File: src/rtl/psa_pkg.sv
// psa_pkg: shared constants, codes and control structs of the pooled slot allocator.
// No dependencies; compiled first.
package psa_pkg;

  // Default sizing, handed to the top-level parameters
  localparam int NUM_POOLS_DEF      = 8;
  localparam int SLOTS_PER_POOL_DEF = 1024;

  // Fixed field widths of the channels and the configuration port
  localparam int FUNC_W   = 1;
  localparam int BATCH_W  = 3;
  localparam int OFFSET_W = 10;
  localparam int STATUS_W = 3;
  localparam int CFG_W    = 11;

  // Reset value of slots_per_batch
  localparam logic [CFG_W-1:0] CFG_RESET = 11'd1024;

  // Request function codes
  localparam logic [FUNC_W-1:0] FUNC_ALLOC   = 1'b0;
  localparam logic [FUNC_W-1:0] FUNC_RELEASE = 1'b1;

  // Result status codes
  typedef enum logic [STATUS_W-1:0] {
    ST_REUSED   = 3'd0,
    ST_FRESH    = 3'd1,
    ST_OPENED   = 3'd2,
    ST_NO_SPACE = 3'd3,
    ST_RELEASED = 3'd4,
    ST_REJECTED = 3'd5
  } status_t;

  // Controller to datapath commands
  typedef struct packed {
    logic capture;   // latch the request transfer
    logic commit;    // apply the decision, load result
    logic load_mem;  // take the slot number from queue memory read data
  } cmd_t;

  // Datapath to controller status
  typedef struct packed {
    logic need_read; // decision pops a pool queue
  } sts_t;

endpackage

File: src/rtl/psa_ctrl.sv
// psa_ctrl: allocator controller: request/result handshakes and sequencing of
// capture, commit and queue read. Depends on psa_pkg.
module psa_ctrl (
  input  logic          clk,
  input  logic          rst,
  input  logic          in_valid,
  output logic          in_ready,
  output logic          out_valid,
  input  logic          out_ready,
  output psa_pkg::cmd_t cmd,
  input  psa_pkg::sts_t sts
);
  import psa_pkg::*;

  typedef enum logic [1:0] {
    S_IDLE,
    S_DECIDE,
    S_READ
  } state_t;

  state_t state;
  logic   can_load;

  // Result register is free, or drains on this edge
  assign can_load = !out_valid || out_ready;
  assign in_ready = (state == S_IDLE);

  // Command decode
  always_comb begin
    cmd.capture  = (state == S_IDLE) && in_valid;
    cmd.commit   = (state == S_DECIDE) && can_load;
    cmd.load_mem = (state == S_READ);
  end

  // State and result valid
  always_ff @(posedge clk) begin
    if (rst) begin
      state     <= S_IDLE;
      out_valid <= 1'b0;
    end else begin
      if (out_valid && out_ready) begin
        out_valid <= 1'b0;
      end
      case (state)
        S_IDLE: begin
          if (in_valid) state <= S_DECIDE;
        end
        S_DECIDE: begin
          if (can_load) begin
            if (sts.need_read) begin
              state <= S_READ;
            end else begin
              state     <= S_IDLE;
              out_valid <= 1'b1;
            end
          end
        end
        S_READ: begin
          state     <= S_IDLE;
          out_valid <= 1'b1;
        end
        default: state <= S_IDLE;
      endcase
    end
  end

  // A commit never overwrites a result that is still waiting
  a_no_overwrite: assert property (@(posedge clk) disable iff (rst)
    cmd.commit |-> (!out_valid || out_ready))
    else $error("result overwritten before transfer");

  // Queue read data is taken only the cycle after a commit that popped
  a_read_follows_commit: assert property (@(posedge clk) disable iff (rst)
    cmd.load_mem |-> ($past(cmd.commit) && $past(sts.need_read)))
    else $error("queue read without a popping commit");

  // One request in flight: no transfer right after a transfer
  a_single_item: assert property (@(posedge clk) disable iff (rst)
    (in_valid && in_ready) |=> !in_ready)
    else $error("second request taken while busy");

  // A queue read always produces a result
  a_read_gives_result: assert property (@(posedge clk) disable iff (rst)
    cmd.load_mem |=> out_valid)
    else $error("queue read gave no result");

endmodule

File: config.mk
export PLATFORM = sky130hd
export DESIGN_NAME = psa_ctrl
export DESIGN_NICKNAME = d
export VERILOG_FILES = /design/src/rtl/psa_pkg.sv /design/src/rtl/psa_ctrl.sv
export SDC_FILE = /design/constraint.sdc
export NUM_CORES = 1
export LEC_CHECK = 0
export ABC_CLOCK_PERIOD_IN_PS = 1290
export BUFFER_PORTS_ARGS = -buffer_cell sky130_fd_sc_hd__buf_2
export CELL_PAD_IN_SITES_DETAIL_PLACEMENT = 0
export CELL_PAD_IN_SITES_GLOBAL_PLACEMENT = 2
export CORE_AREA = 2 2 39 41
export DETAILED_ROUTE_END_ITERATION = 8
export DIE_AREA = 0 0 41 43
export PLACE_DENSITY = 0.67
export SLEW_MARGIN = 20
export SYNTH_ARGS = -nofsm -noshare
export SYNTH_HDL_FRONTEND = slang
export SYNTH_SLANG_ARGS = --single-unit
File: constraint.sdc
create_clock -name clk -period 1.29 [get_ports clk]
set_input_delay 0.0645 -clock clk [delete_from_list [all_inputs] [get_ports clk]]
set_output_delay 0.0645 -clock clk [all_outputs]
set_load 0.01 [all_outputs]
==> flow_metrics.py, run 1 <==
metrics = {
    "synth": {
        "synth_seq_cells": 3,
        "postSynthCellCount": 26,
        "yosysTopAreaCell": "dfxtp_1",
        "synth.area.top_cells": "dfxtp_1 25%, ha_1 21%, a221oi_2 6.2%, inv_1 6.2%, nand2b_4 5.6%",
        "synth_warnings": 0,
        "synth_edf_count": 0,
        "syn_area_per_cell_um2": 9.38,
        "synth.distinct_cells": 16,
        "synth_top_area_share_pct": 24.6,
        "postSynth.asyncResetShare_pct": 0,
        "synth_fp_nets": 35,
        "syn_area_um2": 244,
        "synthFlopType": "dfxtp_1",
        "seq_area_frac_synth_pct": 24.6,
        "synth_common_cells": "4 x ha_1, 4 x inv_1, 3 x dfxtp_1",
    },
    "drt": {
        "viasPerCell": 3.86,
        "wirelength_um": 472,
        "drt-initial-drc-count": 2,
        "vias": 224,
        "wl_per_cell_um": 8.14,
        "drt_pass1_iterations": 2,
        "drcViolationCount": 0,
        "drtAntennaViolNets": 0,
    },
    "finish": {
        "syn2layout_area_growth_pct": 48.7,
        "num-nets-final": 52,
        "antenna_cells": 0,
        "n_fill_cell": 160,
        "layout-drive-gt1-share_pct": 47.6,
    },
    "clocking": {
        "ctsResizeCount": 0,
        "cts_hold_buf": 0,
        "cts_buffer_depth": 2,
        "clock_sinks": 3,
        "cts_tree": "yes",
        "root_buffer": "clkbuf_4",
        "cts_buffers": 3,
        "insertion_delay_ps": 230,
        "clkTransAtPathRegs_ps": 40,
        "cts-htree-levels": 1,
        "cts_setup_buffers": 0,
    },
    "pwr": {
        "p_int_uw": 316,
        "switching_share_pct": 31.3,
        "vdd_drop_max_mv": 0.568,
        "p_per_area_mw_per_mm2": 1270,
        "p_clk_share_pct": 35.0,
        "sequentialPowerShare_pct": 25.1,
        "p_leak_nw": 0.170,
        "comb_power_share_pct": 39.9,
        "switching_power_uw": 144,
    },
    "setup_path": {
        "cp_cell_sequence": "buf_4 -> ha_2 -> and2_1 -> buf_2",
        "path_class": "flip-flop to primary output",
        "worstSetupEndpointType": "primary output",
        "start_kind": "flip-flop",
        "cpPeakStageDelay_ps": 300,
        "crit_slowest_cell": "dfxtp_1",
        "crit_arrival_ps": 1130,
        "worstPathRequired_ps": 1230,
        "path_max_fanout": 5,
    },
    "sta": {
        "max_slew_margin_pct": 88.1,
        "maxSlewViolCount": 0,
        "period_needed_ps": 1200,
        "tightest_slew_ps": 179,
        "hold_violations": 0,
        "fmax_ghz": 0.835,
        "setup_viol": 0,
        "finalCritPeriodShare_pct": 92.8,
        "tns_ps": 0,
        "clock_skew_ps": 2.25,
        "rsz0062_at_grt": "false",
        "setup_ws_ps": 92.3,
    },
    "global_route": {
        "grt_util_all_layers_pct": 7.01,
        "antenna_found_initial": 0,
        "grt_pass1_wl_um": 779,
        "grt_pass1_vias": 208,
        "grt_max_degree": 6,
        "overflow": 0,
    },
    "die": {
        "start_util_pct": 17.6,
        "die-area_mm2": 0.00176,
        "core_area_mm2": 0.00138,
        "rows": 14,
        "io_pins": 10,
        "die_x_um": 41,
        "die_h_um": 43,
    },
    "placed_design": {
        "port-buffer-count": 9,
        "gp_congestion": 0.621,
        "place_hpwl_um": 407,
        "pre_cts_ws_ps": 94.9,
    },
    "run_status": {
        "status": "completed",
    },
    "job": {
        "drv_cap": 0,
    },
    "hold_path": {
        "min_path_type": "input port to flip-flop",
    },
}
[sequential cells by signal, indices dropped and copies added (netlist names)]
register	cells
out_valid	1
state	2
[power by group through the flow]
stage	clock network (mW)	logic (mW)	registers (mW)
after floorplan	0	0.109	0.120
after global placement	0	0.185	0.117
after detailed placement	0	0.182	0.117
after CTS	0.170	0.183	0.116
after global routing	0.185	0.205	0.118
final	0.161	0.184	0.115
[critical path, delay by kind of cell (launching register included)]
| family | cells | cell delay [ps] |
|---|---|---|
| flip-flops | 1 | 300 |
| buffers and inverters | 2 | 260 |
| adder cells (fa/ha/maj) | 1 | 210 |
| AND/OR/NAND/NOR | 1 | 130 |
[layout make-up]
| cell class | count | area (um2) | area share, % |
|---|---|---|---|
| Multi-Input combinational cell | 19 | 174 | 47.9 |
| Timing Repair Buffer | 12 | 67.6 | 18.6 |
| Tap cell | 16 | 20.0 | 5.52 |
| Inverter | 4 | 15.0 | 4.14 |
| Clock buffer | 4 | 26.3 | 7.24 |
| Sequential cell | 3 | 60.1 | 16.6 |
[cells by family (layout without fill, tap and decap cells)]
family,Yosys count,after routing,share of synthesized area [%]
adders and majority gates,4,4,20.5
muxes,1,1,4.10
DFF,3,3,24.6
and+or+nand+nor,10,10,28.7
AOI/OAI and AO/OA,4,4,15.9
buffers and inverters,4,20,6.15
[per-stage QoR]
stage / power, mW / hold WS [ps] / utilization (%) / cell area (um2) / cells
3_5_place_dp: 0.299 / 286 / 24.0 / 332 / 54
5_1_grt: 0.508 / 41.8 / 26.2 / 363 / 58
3_3_place_gp: 0.303 / 289 / 24.0 / 332 / 54
6_report: 0.460 / 42.9 / 26.2 / 363 / 58
2_1_floorplan: 0.229 / 131 / - / 244 / 26
4_1_cts: 0.470 / 40.6 / 25.9 / 358 / 58
[path summary, 6_finish.rpt]
| check | startpoint | end | slack (ps) | depth (start not counted) |
|---|---|---|---|---|
| setup / recovery | state[0] | cmd[1] | 90 | 4 |
| hold / removal | rst | state[1] | 40 | 2 |
| setup reg to reg | state[1] | out_valid | 140 | 5 |
| hold reg to reg | out_valid | out_valid | 530 | 2 |
[routing by layer]
metal	GRT usage [%]	routed length, um
met1	8.63	251
met5	0	0
met2	8.75	184
met4	2.00	0
met3	6.28	37
[layout by cell type (no fill, tap or decap)]
| master | synthesis | layout |
|---|---|---|
| dfxtp_1 | 3 | 3 |
| clkbuf_4 | 0 | 3 |
| nand2_1 | 1 | 1 |
| nand3_1 | 1 | 1 |
| ha_1 | 4 | 3 |
| nand4b_1 | 1 | 1 |
| inv_1 | 4 | 4 |
| nor2b_2 | 0 | 1 |
| and2b_1 | 1 | 1 |
| mux2i_1 | 1 | 1 |
| o2bb2ai_1 | 1 | 1 |
| nand2b_4 | 1 | 1 |
| and2_1 | 2 | 2 |
| nand2b_1 | 2 | 2 |
| clkbuf_1 | 0 | 1 |
| a31oi_1 | 1 | 1 |
| a221oi_2 | 1 | 1 |
| a21oi_2 | 1 | 1 |
| ha_2 | 0 | 1 |
| buf_2 | 0 | 9 |
| buf_4 | 0 | 3 |
Power figures use the tool's default switching activity.
==> inputs of run 2 (changes only) <==
==> constraint.sdc (replaced) <==
create_clock -name clk -period 1.29 [get_ports clk]
set_input_delay 0.0645 -clock clk [delete_from_list [all_inputs] [get_ports clk]]
set_output_delay 0.0645 -clock clk [all_outputs]
set_load 0.1 [all_outputs]
==> flow_metrics.py, run 2 (synthesis gave the netlist of run 1 again) <==
metrics = {
    "global_route": {
        "grt_util_all_layers_pct": 8.63,
        "overflow": 0,
        "grt_pass1_vias": 214,
        "grt_max_degree": 6,
        "grt_pass1_wl_um": 903,
        "antenna_found_initial": 0,
    },
    "finish": {
        "num-nets-final": 50,
        "top_register": "state",
        "layout-drive-gt1-share_pct": 62.5,
        "syn2layout_area_growth_pct": 81.5,
        "largest_reg_flops": 2,
        "antenna_cells": 0,
        "reg_top3": "state: 2 flops, out_valid: 1 flops",
        "final_common_cell": "buf_2",
        "finalInstanceArea_um2": 443,
        "stdcell_count": 56,
        "final_cell_mix": "5 x buf_2, 4 x buf_12, 3 x clkbuf_4",
        "n_fill_cell": 143,
    },
    "placed_design": {
        "dp_cells": 52,
        "place_hpwl_um": 403,
        "port-buffer-count": 9,
        "placed_cell_area_um2": 414,
        "gp_congestion": 0.681,
    },
    "die": {
        "start_util_pct": 17.6,
        "die_x_um": 41,
        "rows": 14,
        "die-area_mm2": 0.00176,
        "die_h_um": 43,
        "core_area_mm2": 0.00138,
        "io_pins": 10,
    },
    "run_status": {
        "status": "completed",
    },
    "clocking": {
        "cts_buffer_depth": 2,
        "root_buffer": "clkbuf_4",
        "cts-htree-levels": 1,
        "clock_sinks": 3,
        "insertion_delay_ps": 240,
        "clkTransAtPathRegs_ps": 40,
        "cts_tree": "yes",
        "cts_buffers": 3,
    },
    "drt": {
        "drt_pass1_iterations": 2,
        "wl_per_cell_um": 9.39,
        "viasPerCell": 3.79,
        "vias": 212,
        "drt-initial-drc-count": 10,
        "wirelength_um": 526,
        "drtAntennaViolNets": 0,
        "drcViolationCount": 0,
        "wl_met3_um": 41,
        "top_layer": "met4",
        "met1_length_um": 215,
        "wl_met2_um": 265,
    },
    "setup_path": {
        "worstPathRequired_ps": 1230,
        "crit_slowest_cell": "dfxtp_1",
        "crit_family": "flip-flops",
        "reg2reg_setup_slack_ps": 110,
        "reg2reg_to": "state[1]",
        "r2r_cells": 5,
        "crit_arrival_ps": 1210,
        "cp_num_buf_inv": 2,
        "worstSetupEndpointType": "primary output",
        "path_max_fanout": 5,
        "start_kind": "flip-flop",
        "path_class": "flip-flop to primary output",
        "regToRegStartpoint": "state[0]",
        "cpPeakStageDelay_ps": 310,
        "cp_cell_sequence": "inv_2 -> ha_2 -> and2_2 -> buf_12",
    },
    "hold_path": {
        "hold_path_end": "out_valid",
        "min_delay_path_depth": 2,
        "min-delay-start": "rst",
        "min_path_type": "input port to flip-flop",
    },
    "pwr": {
        "power_uw": 761,
        "p_per_area_mw_per_mm2": 1720,
        "vdd_drop_max_mv": 0.687,
        "p_leak_nw": 0.188,
    },
    "sta": {
        "finalCritPeriodShare_pct": 98.9,
        "rsz0062_at_grt": "true",
        "setup_viol": 0,
        "maxSlewViolCount": 0,
        "hold_violations": 0,
        "clock_skew_ps": 8.88,
        "max_slew_margin_pct": 68.0,
        "period_needed_ps": 1280,
        "fmax_ghz": 0.784,
        "tns_ps": 0,
        "tightest_slew_ps": 484,
    },
    "job": {
        "drv_cap": 0,
    },
}
run 2: changes by cell type in the layout (fill, tap and decap cells not counted), moves of 2 or more:
| cell | delta |
|---|---|
| and2_1 | -2 |
| buf_12 | +4 |
| buf_2 | -4 |
| buf_4 | -2 |
| ha_1 | -2 |
| ha_4 | +2 |
| inv_1 | -2 |
| inv_2 | +2 |
run 2: how the worst max path moves through the flow:
stage                     startpoint  endpoint  slack (ps)  cells past startpoint
final                       state[1]    cmd[1]          10                      4
after global routing        state[1]    cmd[1]         -30                      4
after CTS                   state[1]    cmd[1]           5                      4
after detailed placement    state[0]  state[1]         140                      5
after global placement      state[0]  state[1]         120                      5
after floorplan             state[1]  state[1]          -4                      5
run 2: worst register-to-register path, cell delays in order (launching register included):
cell and delay (ps):
dfxtp_1 370, inv_2 90, ha_4 180, nor2b_4 130, nand4b_1 160, a31oi_1 180
run 2: through the flow:
stage	hold WS [ps]	worst slack [ps]	util [%]
finish	22.1	14.5	32.0
detailed placement	270	136	29.9
floorplan	123	-3.82	-
global route	27.8	-34.1	32.0
global placement	267	124	29.9
CTS	16.7	5.38	32.0
run 2: cell type report:
| type | count | area [um2] | area share, % |
|---|---|---|---|
| Clock buffer | 4 | 26.3 | 5.93 |
| Inverter | 4 | 15.0 | 3.39 |
| Multi-Input combinational cell | 19 | 208 | 46.9 |
| Sequential cell | 3 | 61.3 | 13.8 |
| Tap cell | 16 | 20.0 | 4.52 |
| Timing Repair Buffer | 10 | 113 | 25.4 |
run 2: timing repair:
| action | CTS | global route |
|---|---|---|
| hold buffers | 0 | 0 |
| endpoints found under the setup margin | 1 | 1 |
| buffers inserted | 0 | 0 |
| resized for setup | 1 | 0 |
run 2: layer usage:
layer / track usage (%) / up-vias
met5: 0 / -
met2: 10.3 / 6
met4: 6.00 / 0
met3: 7.85 / 2
li1: - / 115
met1: 9.32 / 89
run 2: power breakdown:
part	switching, mW	leakage, nW	internal, mW
sequential	0.0127	0.0251	0.108
combinational	0.293	0.148	0.177
clock	0.0542	0.0150	0.116
==> inputs of run 3 (changes only) <==
--- a/config.mk
+++ b/config.mk
@@ -5,6 +5,7 @@
 export SDC_FILE = /design/constraint.sdc
 export NUM_CORES = 1
 export LEC_CHECK = 0
+export ABC_AREA = 1
 export ABC_CLOCK_PERIOD_IN_PS = 1290
 export BUFFER_PORTS_ARGS = -buffer_cell sky130_fd_sc_hd__buf_2
 export CELL_PAD_IN_SITES_DETAIL_PLACEMENT = 0
@@ -12,7 +13,7 @@
 export CORE_AREA = 2 2 39 41
 export DETAILED_ROUTE_END_ITERATION = 8
 export DIE_AREA = 0 0 41 43
-export PLACE_DENSITY = 0.67
+export PLACE_DENSITY = 0.7
 export SLEW_MARGIN = 20
 export SYNTH_ARGS = -nofsm -noshare
 export SYNTH_HDL_FRONTEND = slang
==> flow_metrics.py, run 3 <==
metrics = {
    "pwr": {
        "switching_share_pct": 44.9,
        "p_leak_nw": 0.209,
        "vdd_drop_max_mv": 0.646,
        "comb_power_share_pct": 57.3,
        "sequentialPowerShare_pct": 18.3,
        "switching_power_uw": 292,
        "p_per_area_mw_per_mm2": 1430,
        "p_clk_share_pct": 24.5,
        "p_int_uw": 358,
    },
    "die": {
        "start_util_pct": 16.9,
        "io_pins": 10,
        "die_x_um": 41,
        "die_h_um": 43,
        "rows": 14,
        "core_area_mm2": 0.00138,
        "die-area_mm2": 0.00176,
    },
    "synth": {
        "postSynthCellCount": 34,
        "synth.area.top_cells": "dfxtp_1 26%, ha_1 21%, inv_1 14%, nand2_1 8.0%, a21oi_1 6.4%",
        "synth_edf_count": 0,
        "yosysTopAreaCell": "dfxtp_1",
        "synth_top_area_share_pct": 25.7,
        "synth.most_common_cell": "inv_1",
        "synth_warnings": 0,
        "syn_area_um2": 234,
        "postSynth.asyncResetShare_pct": 0,
        "synth_fp_nets": 43,
        "syn_area_per_cell_um2": 6.88,
        "synth_seq_cells": 3,
        "synth.distinct_cells": 11,
        "synth_common_cells": "9 x inv_1, 5 x nand2_1, 4 x ha_1",
        "seq_area_frac_synth_pct": 25.7,
        "synthFlopType": "dfxtp_1",
    },
    "finish": {
        "syn2layout_area_growth_pct": 93.6,
        "layout-drive-gt1-share_pct": 58.0,
        "final_cell_mix": "6 x inv_1, 5 x buf_2, 4 x nand2_1, 4 x buf_12",
        "reg_top3": "state: 2 flops, out_valid: 1 flops",
        "largest_reg_flops": 2,
        "final_common_cell": "inv_1",
        "top_register": "state",
        "utilization_pct": 32.7,
        "antenna_cells": 0,
        "num-nets-final": 60,
    },
    "setup_path": {
        "path_class": "flip-flop to primary output",
        "crit_arrival_ps": 1190,
        "path_max_fanout": 4,
        "worstPathRequired_ps": 1230,
        "crit_slowest_cell": "dfxtp_2",
        "cpPeakStageDelay_ps": 320,
        "cp_cell_sequence": "inv_2 -> ha_4 -> inv_1 -> nor2_4 -> buf_12",
        "start_kind": "flip-flop",
        "reg2reg_setup_slack_ps": 190,
        "worstSetupEndpointType": "primary output",
    },
    "clocking": {
        "cts_buffers": 3,
        "cts_buffer_depth": 2,
        "cts-htree-levels": 1,
        "cts_tree": "yes",
        "insertion_delay_ps": 230,
        "clock_sinks": 3,
        "root_buffer": "clkbuf_4",
        "clkTransAtPathRegs_ps": 40,
    },
    "sta": {
        "clock_skew_ps": 1.28,
        "hold_violations": 0,
        "setup_viol": 0,
        "fmax_ghz": 0.798,
        "hold_ws_ps": 26.6,
        "finalCritPeriodShare_pct": 97.2,
        "period_needed_ps": 1250,
        "maxSlewViolCount": 0,
        "tightest_slew_ps": 487,
        "max_slew_margin_pct": 67.8,
    },
    "drt": {
        "wl_per_cell_um": 8.11,
        "vias": 255,
        "drcViolationCount": 0,
        "viasPerCell": 3.86,
        "wirelength_um": 535,
        "drtAntennaViolNets": 0,
        "drt-initial-drc-count": 1,
        "drt_pass1_iterations": 2,
    },
    "hold_path": {
        "min_path_type": "input port to flip-flop",
    },
    "placed_design": {
        "gp_congestion": 0.620,
        "place_hpwl_um": 410,
        "port-buffer-count": 9,
    },
    "global_route": {
        "grt_util_all_layers_pct": 6.91,
        "grt_pass1_wl_um": 807,
        "antenna_found_initial": 0,
        "grt_pass1_vias": 215,
        "grt_max_degree": 5,
        "overflow": 0,
    },
    "run_status": {
        "status": "completed",
    },
    "job": {
        "drv_cap": 0,
    },
}
[run 3: repair_timing]
item                                    CTS  global route
endpoints found under the setup margin    1             2
gates resized for setup                   1             4
hold buffers                              0             0
cloned                                    0             0
endpoints found under the hold margin     0             0
pin swaps                                 0             1
setup buffers                             0             3
[run 3: layout make-up]
type                       count  area, um2
clock buffer                   4       26.3
fill                         149        931
inverter                       9       37.5
multi-input combinational     22        178
sequential                     3       63.8
tap                           16       20.0
timing repair buffer          12        128
[run 3: critical path, delay by kind of cell (launching register included)]
| kind | cells | cell delay [ps] |
|---|---|---|
| fa+ha+maj | 1 | 160 |
| flops | 1 | 320 |
| simple gates | 1 | 120 |
| buf+inv | 3 | 350 |
[run 3: per-stage QoR]
stage,std cells,power (mW),worst slack [ps],area (um2),setup TNS [ps]
3_5_place_dp,59,0.468,204,389,0
6_report,66,0.650,36.5,453,0
5_1_grt,66,0.689,-25.6,453,-25.6
2_1_floorplan,34,0.371,1.49,264,0
3_3_place_gp,59,0.471,193,389,0
4_1_cts,63,0.639,-22.6,418,-22.6
[run 3: path summary, 6_finish.rpt]
check | cells after the start | startpoint | to
max | 5 | state[1] | cmd[1]
min | 2 | rst | state[1]
max reg2reg | 7 | state[1] | state[0]
min reg2reg | 2 | state[1] | state[1]
[run 3: cell families (layout without fill, tap and decap cells)]
kind of cell	Yosys count	in the layout	share of synthesized area, %
compound gates	5	5	11.8
fa+ha+maj	4	4	21.4
buf+inv	9	25	14.4
flops	3	3	25.7
simple gates	13	13	26.7
[run 3: power by group through the flow]
stage / registers (mW) / clock network [mW] / logic (mW)
floorplan: 0.147 / 0 / 0.225
global placement: 0.116 / 0 / 0.354
detailed placement: 0.116 / 0 / 0.352
CTS: 0.114 / 0.170 / 0.355
global route: 0.120 / 0.174 / 0.394
finish: 0.119 / 0.159 / 0.372
[run 3: metal layers]
metal	routed length, um	global-route usage, %	part of all wire, %	up-vias
met4	0	6.00	0	0
li1	-	-	-	134
met2	288	9.06	54	5
met3	23	1.57	4.3	0
met5	0	0	0	-
met1	223	8.95	42	116
